File: src/hdl/bal_pkg.sv
// Shared types and constants for the bounded array list block.
// Used by every module under hdl but bal_ram; depends on nothing.
package bal_pkg;

    localparam int FUNC_W      = 3;
    localparam int POS_W       = 5;
    localparam int VAL_W       = 32;
    localparam int CNT_OUT_W   = 5;
    localparam int CAP_W       = 5;
    localparam int APB_AW      = 3;
    localparam int APB_DW      = 32;
    localparam int DEPTH_DEF   = 16;
    localparam int WORD_W_DEF  = 32;

    localparam logic [CAP_W-1:0]  CAP_RESET    = 5'd16;
    localparam logic [APB_AW-1:0] ADDR_CAPACITY = 3'd0;

    typedef enum logic [FUNC_W-1:0] {
        F_INSERT   = 3'd0,
        F_APPEND   = 3'd1,
        F_DELETE   = 3'd2,
        F_DEL_LAST = 3'd3,
        F_READ     = 3'd4
    } t_bal_func;

    typedef enum logic [1:0] {
        RD_POS,
        RD_IDX_M1,
        RD_IDX_P1
    } t_rd_sel;

    typedef enum logic [1:0] {
        WR_AT_CNT_WORD,
        WR_AT_POS_WORD,
        WR_AT_IDX_RDATA
    } t_wr_sel;

    typedef enum logic [2:0] {
        IDX_HOLD,
        IDX_LOAD_CNT,
        IDX_LOAD_POS,
        IDX_DEC,
        IDX_INC
    } t_idx_op;

    typedef enum logic [1:0] {
        CNT_HOLD,
        CNT_INC,
        CNT_DEC
    } t_cnt_op;

    typedef struct packed {
        logic [FUNC_W-1:0]       func;
        logic [POS_W-1:0]        position;
        logic signed [VAL_W-1:0] value;
    } t_bal_in;

    typedef struct packed {
        logic                    ok;
        logic signed [VAL_W-1:0] read_data;
        logic [CNT_OUT_W-1:0]    entry_count;
    } t_bal_out;

    typedef struct packed {
        logic    load;
        t_rd_sel rd_sel;
        logic    wr_en;
        t_wr_sel wr_sel;
        t_idx_op idx_op;
        logic    done;
        logic    ok;
        t_cnt_op cnt_op;
        logic    take_rdata;
    } t_bal_cmd;

    typedef struct packed {
        logic [FUNC_W-1:0] func;
        logic              ins_ok;
        logic              app_ok;
        logic              pos_ok;
        logic              nonempty;
        logic              at_pos;
        logic              del_end;
    } t_bal_sts;

endpackage

File: src/hdl/bounded_array_list_core.sv
// Top level of the bounded array list: APB capacity register, sequencer and
// datapath. Depends on bal_pkg, bal_ctrl, bal_dp (and bal_ram through bal_dp).
//
//  channel   handshake                         payload
//  command   start, busy (accept: start & !busy) i_cmd    (t_bal_in)
//  result    o_result_valid, one-cycle strobe   o_result (t_bal_out)
//  config    psel, penable, pwrite, pready      paddr, pwdata, prdata
//
// Append, delete last and failed operations finish in the evaluate state; read
// waits on the registered read data; insert at p moves the words from p to the
// end up by one, last first, and delete at p moves those above p down by one.
// Each shifted word costs a read and a write of the entry memory. A new command
// is taken in the strobe cycle. Reset is synchronous; count clears, capacity
// returns to 16, entries hold no defined value. Results cannot be stalled.
module bounded_array_list_core
    import bal_pkg::*;
#(
    parameter int DEPTH      = DEPTH_DEF,
    parameter int WORD_WIDTH = WORD_W_DEF
) (
    input  logic              i_clk,
    input  logic              i_rst_n,
    input  logic              start,
    output logic              busy,
    input  t_bal_in           i_cmd,
    output logic              o_result_valid,
    output t_bal_out          o_result,
    input  logic              psel,
    input  logic              penable,
    input  logic              pwrite,
    input  logic [APB_AW-1:0] paddr,
    input  logic [APB_DW-1:0] pwdata,
    output logic [APB_DW-1:0] prdata,
    output logic              pready
);

    logic [CAP_W-1:0] r_capacity;
    logic             cap_sel;
    t_bal_cmd         cmd;
    t_bal_sts         sts;

    assign cap_sel = (paddr[APB_AW-1:2] == ADDR_CAPACITY[APB_AW-1:2]);
    assign pready  = 1'b1;
    assign prdata  = cap_sel ? APB_DW'(r_capacity) : '0;

    always_ff @(posedge i_clk) begin
        if (!i_rst_n) begin
            r_capacity <= CAP_RESET;
        end else if (psel && penable && pwrite && cap_sel) begin
            r_capacity <= pwdata[CAP_W-1:0];
        end
    end

    bal_ctrl u_ctrl (
        .i_clk   (i_clk),
        .i_rst_n (i_rst_n),
        .start   (start),
        .busy    (busy),
        .i_sts   (sts),
        .o_cmd   (cmd)
    );

    bal_dp #(
        .DEPTH      (DEPTH),
        .WORD_WIDTH (WORD_WIDTH)
    ) u_dp (
        .i_clk          (i_clk),
        .i_rst_n        (i_rst_n),
        .i_cmd_in       (i_cmd),
        .i_capacity     (r_capacity),
        .i_cmd          (cmd),
        .o_sts          (sts),
        .o_result_valid (o_result_valid),
        .o_result       (o_result)
    );

endmodule

File: src/hdl/bal_ram.sv
// Generic single-write, single-read RAM with registered read data.
// No dependencies.
module bal_ram #(
    parameter int WIDTH = 32,
    parameter int DEPTH = 16
) (
    input  logic                     i_clk,
    input  logic                     i_we,
    input  logic [$clog2(DEPTH)-1:0] i_waddr,
    input  logic [WIDTH-1:0]         i_wdata,
    input  logic [$clog2(DEPTH)-1:0] i_raddr,
    output logic [WIDTH-1:0]         o_rdata
);

    logic [WIDTH-1:0] r_mem [DEPTH];
    logic [WIDTH-1:0] r_rdata;

    always_ff @(posedge i_clk) begin
        if (i_we) begin
            r_mem[i_waddr] <= i_wdata;
        end
        r_rdata <= r_mem[i_raddr];
    end

    assign o_rdata = r_rdata;

endmodule

File: src/hdl/bal_ctrl.sv
// Sequencer for the list operations: decodes the operation, steps the
// entry shifts one word at a time. Depends on bal_pkg.
module bal_ctrl
    import bal_pkg::*;
(
    input  logic     i_clk,
    input  logic     i_rst_n,
    input  logic     start,
    output logic     busy,
    input  t_bal_sts i_sts,
    output t_bal_cmd o_cmd
);

    typedef enum logic [2:0] {
        S_IDLE,
        S_EVAL,
        S_SH_TEST,
        S_SH_MOVE,
        S_DL_TEST,
        S_DL_MOVE,
        S_RD_WAIT
    } t_state;

    t_state r_state;
    t_state n_state;

    always_ff @(posedge i_clk) begin
        if (!i_rst_n) begin
            r_state <= S_IDLE;
        end else begin
            r_state <= n_state;
        end
    end

    assign busy = (r_state != S_IDLE);

    always_comb begin
        n_state          = r_state;
        o_cmd            = '0;
        o_cmd.rd_sel     = RD_POS;
        o_cmd.wr_sel     = WR_AT_CNT_WORD;
        o_cmd.idx_op     = IDX_HOLD;
        o_cmd.cnt_op     = CNT_HOLD;
        case (r_state)
            S_IDLE: begin
                if (start) begin
                    o_cmd.load = 1'b1;
                    n_state    = S_EVAL;
                end
            end
            S_EVAL: begin
                n_state = S_IDLE;
                case (i_sts.func)
                    F_INSERT: begin
                        if (i_sts.ins_ok) begin
                            o_cmd.idx_op = IDX_LOAD_CNT;
                            n_state      = S_SH_TEST;
                        end else begin
                            o_cmd.done = 1'b1;
                        end
                    end
                    F_APPEND: begin
                        o_cmd.done = 1'b1;
                        if (i_sts.app_ok) begin
                            o_cmd.wr_en  = 1'b1;
                            o_cmd.wr_sel = WR_AT_CNT_WORD;
                            o_cmd.ok     = 1'b1;
                            o_cmd.cnt_op = CNT_INC;
                        end
                    end
                    F_DELETE: begin
                        if (i_sts.pos_ok) begin
                            o_cmd.idx_op = IDX_LOAD_POS;
                            n_state      = S_DL_TEST;
                        end else begin
                            o_cmd.done = 1'b1;
                        end
                    end
                    F_DEL_LAST: begin
                        o_cmd.done = 1'b1;
                        if (i_sts.nonempty) begin
                            o_cmd.ok     = 1'b1;
                            o_cmd.cnt_op = CNT_DEC;
                        end
                    end
                    F_READ: begin
                        if (i_sts.pos_ok) begin
                            o_cmd.rd_sel = RD_POS;
                            n_state      = S_RD_WAIT;
                        end else begin
                            o_cmd.done = 1'b1;
                        end
                    end
                    default: begin
                        o_cmd.done = 1'b1;
                    end
                endcase
            end
            S_SH_TEST: begin
                if (i_sts.at_pos) begin
                    o_cmd.wr_en  = 1'b1;
                    o_cmd.wr_sel = WR_AT_POS_WORD;
                    o_cmd.done   = 1'b1;
                    o_cmd.ok     = 1'b1;
                    o_cmd.cnt_op = CNT_INC;
                    n_state      = S_IDLE;
                end else begin
                    o_cmd.rd_sel = RD_IDX_M1;
                    n_state      = S_SH_MOVE;
                end
            end
            S_SH_MOVE: begin
                o_cmd.wr_en  = 1'b1;
                o_cmd.wr_sel = WR_AT_IDX_RDATA;
                o_cmd.idx_op = IDX_DEC;
                n_state      = S_SH_TEST;
            end
            S_DL_TEST: begin
                if (i_sts.del_end) begin
                    o_cmd.done   = 1'b1;
                    o_cmd.ok     = 1'b1;
                    o_cmd.cnt_op = CNT_DEC;
                    n_state      = S_IDLE;
                end else begin
                    o_cmd.rd_sel = RD_IDX_P1;
                    n_state      = S_DL_MOVE;
                end
            end
            S_DL_MOVE: begin
                o_cmd.wr_en  = 1'b1;
                o_cmd.wr_sel = WR_AT_IDX_RDATA;
                o_cmd.idx_op = IDX_INC;
                n_state      = S_DL_TEST;
            end
            S_RD_WAIT: begin
                o_cmd.done       = 1'b1;
                o_cmd.ok         = 1'b1;
                o_cmd.take_rdata = 1'b1;
                n_state          = S_IDLE;
            end
            default: begin
                n_state = S_IDLE;
            end
        endcase
    end

    a_done_to_idle: assert property (@(posedge i_clk) disable iff (!i_rst_n)
        o_cmd.done |=> r_state == S_IDLE)
        else $error("operation finished but sequencer did not return to idle");

    a_load_to_eval: assert property (@(posedge i_clk) disable iff (!i_rst_n)
        o_cmd.load |=> r_state == S_EVAL)
        else $error("transaction accepted but not evaluated next cycle");

    a_idle_quiet: assert property (@(posedge i_clk) disable iff (!i_rst_n)
        (r_state == S_IDLE) |-> (!o_cmd.wr_en && !o_cmd.done))
        else $error("memory write or completion while idle");

endmodule

File: src/hdl/bal_dp.sv
// Datapath: operand registers, entry count, shift index, entry memory and
// result register. Depends on bal_pkg and bal_ram.
module bal_dp
    import bal_pkg::*;
#(
    parameter int DEPTH      = DEPTH_DEF,
    parameter int WORD_WIDTH = WORD_W_DEF
) (
    input  logic             i_clk,
    input  logic             i_rst_n,
    input  t_bal_in          i_cmd_in,
    input  logic [CAP_W-1:0] i_capacity,
    input  t_bal_cmd         i_cmd,
    output t_bal_sts         o_sts,
    output logic             o_result_valid,
    output t_bal_out         o_result
);

    localparam int AW    = $clog2(DEPTH);
    localparam int CNT_W = $clog2(DEPTH + 1);
    localparam int LW    = (CNT_W > POS_W) ? ((CNT_W > CAP_W) ? CNT_W : CAP_W)
                                           : ((POS_W > CAP_W) ? POS_W : CAP_W);

    logic [FUNC_W-1:0]     r_func;
    logic [LW-1:0]         r_pos;
    logic [WORD_WIDTH-1:0] r_word;
    logic [CNT_W-1:0]      r_count;
    logic [CNT_W-1:0]      n_count;
    logic [CNT_W-1:0]      r_idx;
    logic                  r_out_valid;
    t_bal_out              r_result;

    logic [LW-1:0]         cnt_l;
    logic [LW-1:0]         cap_l;
    logic [LW-1:0]         lim_l;
    logic [LW:0]           idx_p1;
    logic [AW-1:0]         raddr;
    logic [AW-1:0]         waddr;
    logic [WORD_WIDTH-1:0] wdata;
    logic [WORD_WIDTH-1:0] rdata;

    assign cnt_l  = LW'(r_count);
    assign cap_l  = LW'(i_capacity);
    assign lim_l  = (cap_l > LW'(DEPTH)) ? LW'(DEPTH) : cap_l;
    assign idx_p1 = (LW + 1)'(r_idx) + (LW + 1)'(1);

    assign o_sts.func     = r_func;
    assign o_sts.app_ok   = (cnt_l < lim_l);
    assign o_sts.ins_ok   = (cnt_l < lim_l) && (r_pos <= cnt_l);
    assign o_sts.pos_ok   = (r_pos < cnt_l);
    assign o_sts.nonempty = (r_count != '0);
    assign o_sts.at_pos   = (LW'(r_idx) == r_pos);
    assign o_sts.del_end  = (idx_p1 >= (LW + 1)'(r_count));

    always_comb begin
        case (i_cmd.rd_sel)
            RD_IDX_M1: raddr = AW'(r_idx - CNT_W'(1));
            RD_IDX_P1: raddr = AW'(idx_p1);
            default:   raddr = AW'(r_pos);
        endcase
        case (i_cmd.wr_sel)
            WR_AT_POS_WORD: begin
                waddr = AW'(r_pos);
                wdata = r_word;
            end
            WR_AT_IDX_RDATA: begin
                waddr = AW'(r_idx);
                wdata = rdata;
            end
            default: begin
                waddr = AW'(r_count);
                wdata = r_word;
            end
        endcase
        case (i_cmd.cnt_op)
            CNT_INC: n_count = r_count + CNT_W'(1);
            CNT_DEC: n_count = r_count - CNT_W'(1);
            default: n_count = r_count;
        endcase
    end

    bal_ram #(
        .WIDTH (WORD_WIDTH),
        .DEPTH (DEPTH)
    ) u_ram (
        .i_clk   (i_clk),
        .i_we    (i_cmd.wr_en),
        .i_waddr (waddr),
        .i_wdata (wdata),
        .i_raddr (raddr),
        .o_rdata (rdata)
    );

    always_ff @(posedge i_clk) begin
        if (i_cmd.load) begin
            r_func <= i_cmd_in.func;
            r_pos  <= LW'(i_cmd_in.position);
            r_word <= WORD_WIDTH'($unsigned(i_cmd_in.value));
        end
        case (i_cmd.idx_op)
            IDX_LOAD_CNT: r_idx <= r_count;
            IDX_LOAD_POS: r_idx <= CNT_W'(r_pos);
            IDX_DEC:      r_idx <= r_idx - CNT_W'(1);
            IDX_INC:      r_idx <= r_idx + CNT_W'(1);
            default:      r_idx <= r_idx;
        endcase
        if (i_cmd.done) begin
            r_result.ok          <= i_cmd.ok;
            r_result.read_data   <= i_cmd.take_rdata ? VAL_W'(rdata) : '0;
            r_result.entry_count <= CNT_OUT_W'(n_count);
        end
    end

    always_ff @(posedge i_clk) begin
        if (!i_rst_n) begin
            r_count     <= '0;
            r_out_valid <= 1'b0;
        end else begin
            r_out_valid <= i_cmd.done;
            if (i_cmd.done) begin
                r_count <= n_count;
            end
        end
    end

    assign o_result_valid = r_out_valid;
    assign o_result       = r_result;

    a_count_bound: assert property (@(posedge i_clk) disable iff (!i_rst_n)
        LW'(r_count) <= LW'(DEPTH))
        else $error("entry count above memory depth");

    a_count_at_done: assert property (@(posedge i_clk) disable iff (!i_rst_n)
        !i_cmd.done |=> $stable(r_count))
        else $error("entry count changed outside completion");

    a_strobe_pulse: assert property (@(posedge i_clk) disable iff (!i_rst_n)
        r_out_valid |-> !i_cmd.done)
        else $error("back-to-back result strobes");

endmodule
File: config.mk
export PLATFORM = sky130hd
export DESIGN_NAME = bounded_array_list_core
export DESIGN_NICKNAME = d
export VERILOG_FILES = /design/src/hdl/bal_pkg.sv /design/src/hdl/bounded_array_list_core.sv /design/src/hdl/bal_ram.sv /design/src/hdl/bal_ctrl.sv /design/src/hdl/bal_dp.sv
export SDC_FILE = /design/constraint.sdc
export NUM_CORES = 1
export LEC_CHECK = 0
export ABC_AREA = 1
export BUFFER_PORTS_ARGS = -buffer_cell sky130_fd_sc_hd__clkbuf_2
export CAP_MARGIN = 20
export CORE_AREA = 2 2 208 292
export CTS_CLUSTER_DIAMETER = 80
export CTS_CLUSTER_SIZE = 28
export DETAILED_ROUTE_END_ITERATION = 16
export DIE_AREA = 0 0 210 294
export SKIP_CTS_REPAIR_TIMING = 1
export SYNTH_ARGS = -nofsm -noshare
export SYNTH_HDL_FRONTEND = slang
export SYNTH_SLANG_ARGS = --single-unit
File: constraint.sdc
create_clock -name i_clk -period 8 [get_ports i_clk]
set_input_delay 1.2 -clock i_clk [delete_from_list [all_inputs] [get_ports i_clk]]
set_output_delay 1.2 -clock i_clk [all_outputs]
set_load 0.01 [all_outputs]
==> metrics.txt <==
Final period util=0.6682; Vias=16.12k; f_max=187.1 MHz; Fin Clk Skew=0.02477 ns; critical path fanouts, max=141; Synth-to-Final Area Change=7.974%; Final TNS setup=0 ns; actual slew at the worst max-slew pin=1.110 ns; status=finished, final reports clean; Fin. Hold Viols=0; CTS max path bufs=3; setup ws final=2.655 ns; Port Buffers=96; post-route minimum period=5.345 ns; Core Region=59280 sq um; 1st-iter DRT viols=1543; Power Density=214.8 nW/um^2; die area=61740 sq um; CTS tree=done; CP delay by family, top=buffers and inverters; r2r startpoint=u_dp.r_idx[0]; xor/xnor share of the synthesized area=0.002322; Gate Count Post-Synth=2091; drt first pass iters=6; clk slew on worst S/H paths=0.10 ns; mapped cell area=26410 sq um; root buffer cell=clkbuf_16; largest net degree at the start of global routing=142; top post-synthesis cells by area=edfxtp_1 (68%), o211ai_1 (5.1%), o21ai_0 (4.0%), dfxtp_1 (3.5%), nand3_1 (3.4%); share of post-route cells with drive strength above 1=0.1136; Peak VDD IR=0.0001589 V; number of global-route vias before repair=15.82k; Final HPWL DP=30880 um; endpoints failing setup=0; cell taking the most area after synthesis=edfxtp_1; hold_sp=r_capacity[2]; WL final=61350 um; row count=106; Buf/Inv on CP=6; simple-gate portion of the synthesized area=0.1025; critical path class=reg -> reg; Compound-Gate Fraction of Synth Area=0.1116; Seq/Total Area, Yosys=0.7115; I/O Pins=154; clk_lat worst skew=0.60 ns; H-tree depth=1; Die W=210 um; Slowest cell on crit path=inv_8; Post-synth EDFFs=595; worst rel slew slack=0.2592; CTS Sinks=641; Pins Over Slew Limit=0; Avg Cell Area, Syn=12.63 sq um; multiplexer area fraction after synthesis=0; main combinational cell family by area after synthesis=compound AO/OA/AOI/OAI gates; library cells used by synthesis=46; crit path from=u_dp.r_idx[0]; CP required=8.54 ns; ys async rst share=0; global-route wire length before repair=91770 um; Seq cells post-synth=641; initial antenna violation count=0; dpl ws=2.703 ns; Leak=0.01027 uW; crit-path max cell delay=0.82 ns; MaxCap Viol Count=0; initial core utilization=0.4454; Post-Synth Adder-Cell Area=0.01213; DR vias/cell=5.502; area share of the largest cell type after synthesis=0.6766; fin nets=2261; CP arrival=5.89 ns; CP Cell Sequence=inv_2, ha_1, ha_1, inv_1, o21ai_0, nand4_1, nand4_1, inv_1, nand2_1, inv_1, ha_1, o211ai_2, nand2_8, inv_8, buf_4, nor2_1, o211ai_1, nand3_1, nand2_1; Setup crit start kind=flop; gp weighted congestion=0.9003; Worst setup EP type=flop; GR Overflow Total=0; # DRC=0; GRT Total Usage=0.1958; Die Ht=294 um; Hold WC Path Type=reg -> reg; Num CTS Buffers=28; RSZ-0062 raised after global routing=false; dominant synthesized flop cell=edfxtp_1; Yosys warnings=0; Wirelength per Cell=20.94 um; DRT antenna net count=0; Ant. Diodes=0
[power breakdown]
part	internal [uW]	switching, uW
combinational	186	439
clock	707	1000
sequential	3760	29.8
total	4650	1470
[flip-flops by register name, indices dropped and copies added, names as in the netlist]
signal / flops
u_dp.u_ram.r_mem: 512
u_dp.o_result: 38
u_dp.r_word: 32
u_dp.u_ram.o_rdata: 32
r_capacity: 5
u_dp.cnt_l: 5
u_dp.r_idx: 5
u_dp.r_pos: 5
u_ctrl.r_state: 3
u_dp.r_func: 3
u_dp.o_result_valid: 1
[cell usage in the layout (no fill, tap or decap), types with 2 or more instances in the layout]
cell type / count
buf_12: 3
inv_1: 185
or2_1: 26
nor3_1: 4
dfxtp_1: 46
inv_16: 2
clkbuf_2: 96
o21a_1: 2
clkbuf_1: 15
buf_4: 51
xor2_1: 5
edfxtp_1: 595
o21ai_1: 7
inv_2: 21
nand2_1: 205
o21ai_4: 2
clkbuf_16: 29
o21bai_1: 36
nand3_1: 177
conb_1: 28
ha_1: 24
or2_2: 27
xnor2_1: 2
o2111ai_1: 5
nand4_1: 5
a21oi_1: 18
or2_0: 24
o21ai_0: 210
o211ai_1: 179
nor2_1: 115
nor2_4: 2
o221ai_1: 6
nand3_2: 3
[metal layers]
layer | track usage | wire, um | vias up
li1 | - | - | 7575
met1 | 0.2538 | 25690 | 7898
met2 | 0.3407 | 30510 | 523
met3 | 0.02060 | 3255 | 125
met4 | 0.07265 | 1897 | 0
met5 | 0 | 0 | -
[cell usage after synthesis, types with 8 or more instances]
| cell | count |
|---|---|
| dfxtp_1 | 46 |
| clkbuf_1 | 34 |
| nor2_1 | 117 |
| buf_4 | 31 |
| clkbuf_2 | 10 |
| o211ai_1 | 179 |
| or2_0 | 24 |
| ha_1 | 24 |
| inv_1 | 201 |
| a21oi_1 | 18 |
| o21bai_1 | 36 |
| or2_2 | 27 |
| buf_2 | 60 |
| edfxtp_1 | 595 |
| o21ai_1 | 8 |
| or2_1 | 26 |
| nand3_1 | 178 |
| nand2_1 | 206 |
| o21ai_0 | 210 |
[area by class of cell]
| class | count | area (sq um) |
|---|---|---|
| fill | 5080 | 30770 |
| sequential | 641 | 18790 |
| multi-input combinational | 1124 | 6196 |
| tap | 756 | 945.9 |
| timing repair buffer | 151 | 928.4 |
| clock buffer | 45 | 795.8 |
| inverter | 209 | 794.5 |
| clock inverter | 4 | 65.06 |
[stage by stage]
| step | total power, uW | instances | cell area (sq um) | hold slack, ns | utilization |
|---|---|---|---|---|---|
| floorplan | 4291 | 2117 | 26510 | 0.4443 | - |
| global placement | 4479 | 2877 | 27590 | 0.4609 | 0.4653 |
| detailed placement | 4497 | 2879 | 27610 | 0.4749 | 0.4658 |
| CTS | 6166 | 2928 | 28470 | 0.4934 | 0.4803 |
| global route | 6352 | 2930 | 28510 | 0.5357 | 0.4810 |
| finish | 6124 | 2930 | 28510 | 0.4887 | 0.4810 |
[worst reg2reg max path, stage by stage, from the launching register on]
cell and delay [ns]:
edfxtp_1 0.60, inv_2 0.14, ha_1 0.41, ha_1 0.33
inv_1 0.04, o21ai_0 0.15, nand4_1 0.11, nand4_1 0.16
inv_1 0.06, nand2_1 0.15, inv_1 0.07, ha_1 0.26
o211ai_2 0.27, nand2_8 0.41, inv_8 0.86, buf_4 0.75
nor2_1 0.12, o211ai_1 0.22, nand3_1 0.09, nand2_1 0.10
[logic make-up (layout without fill, tap and decap cells)]
kind of cell,count (synthesis),in the layout
flops,641,641
simple gates,595,595
compound gates,469,469
buf+inv,352,409
fa+ha+maj,25,25
xor+xnor,7,7
other cells,2,28
[path summary, 6_finish.rpt]
path | endpoint | slack, ns | cells past startpoint
worst max-delay path | u_dp.u_ram.o_rdata[22] | 2.65 | 19
worst min-delay path | r_capacity[2] | 0.49 | 2
worst max register to register | u_dp.u_ram.o_rdata[22] | 2.65 | 19
worst min register to register | r_capacity[2] | 0.49 | 2
No activity file was read; power rests on OpenSTA's default activity.
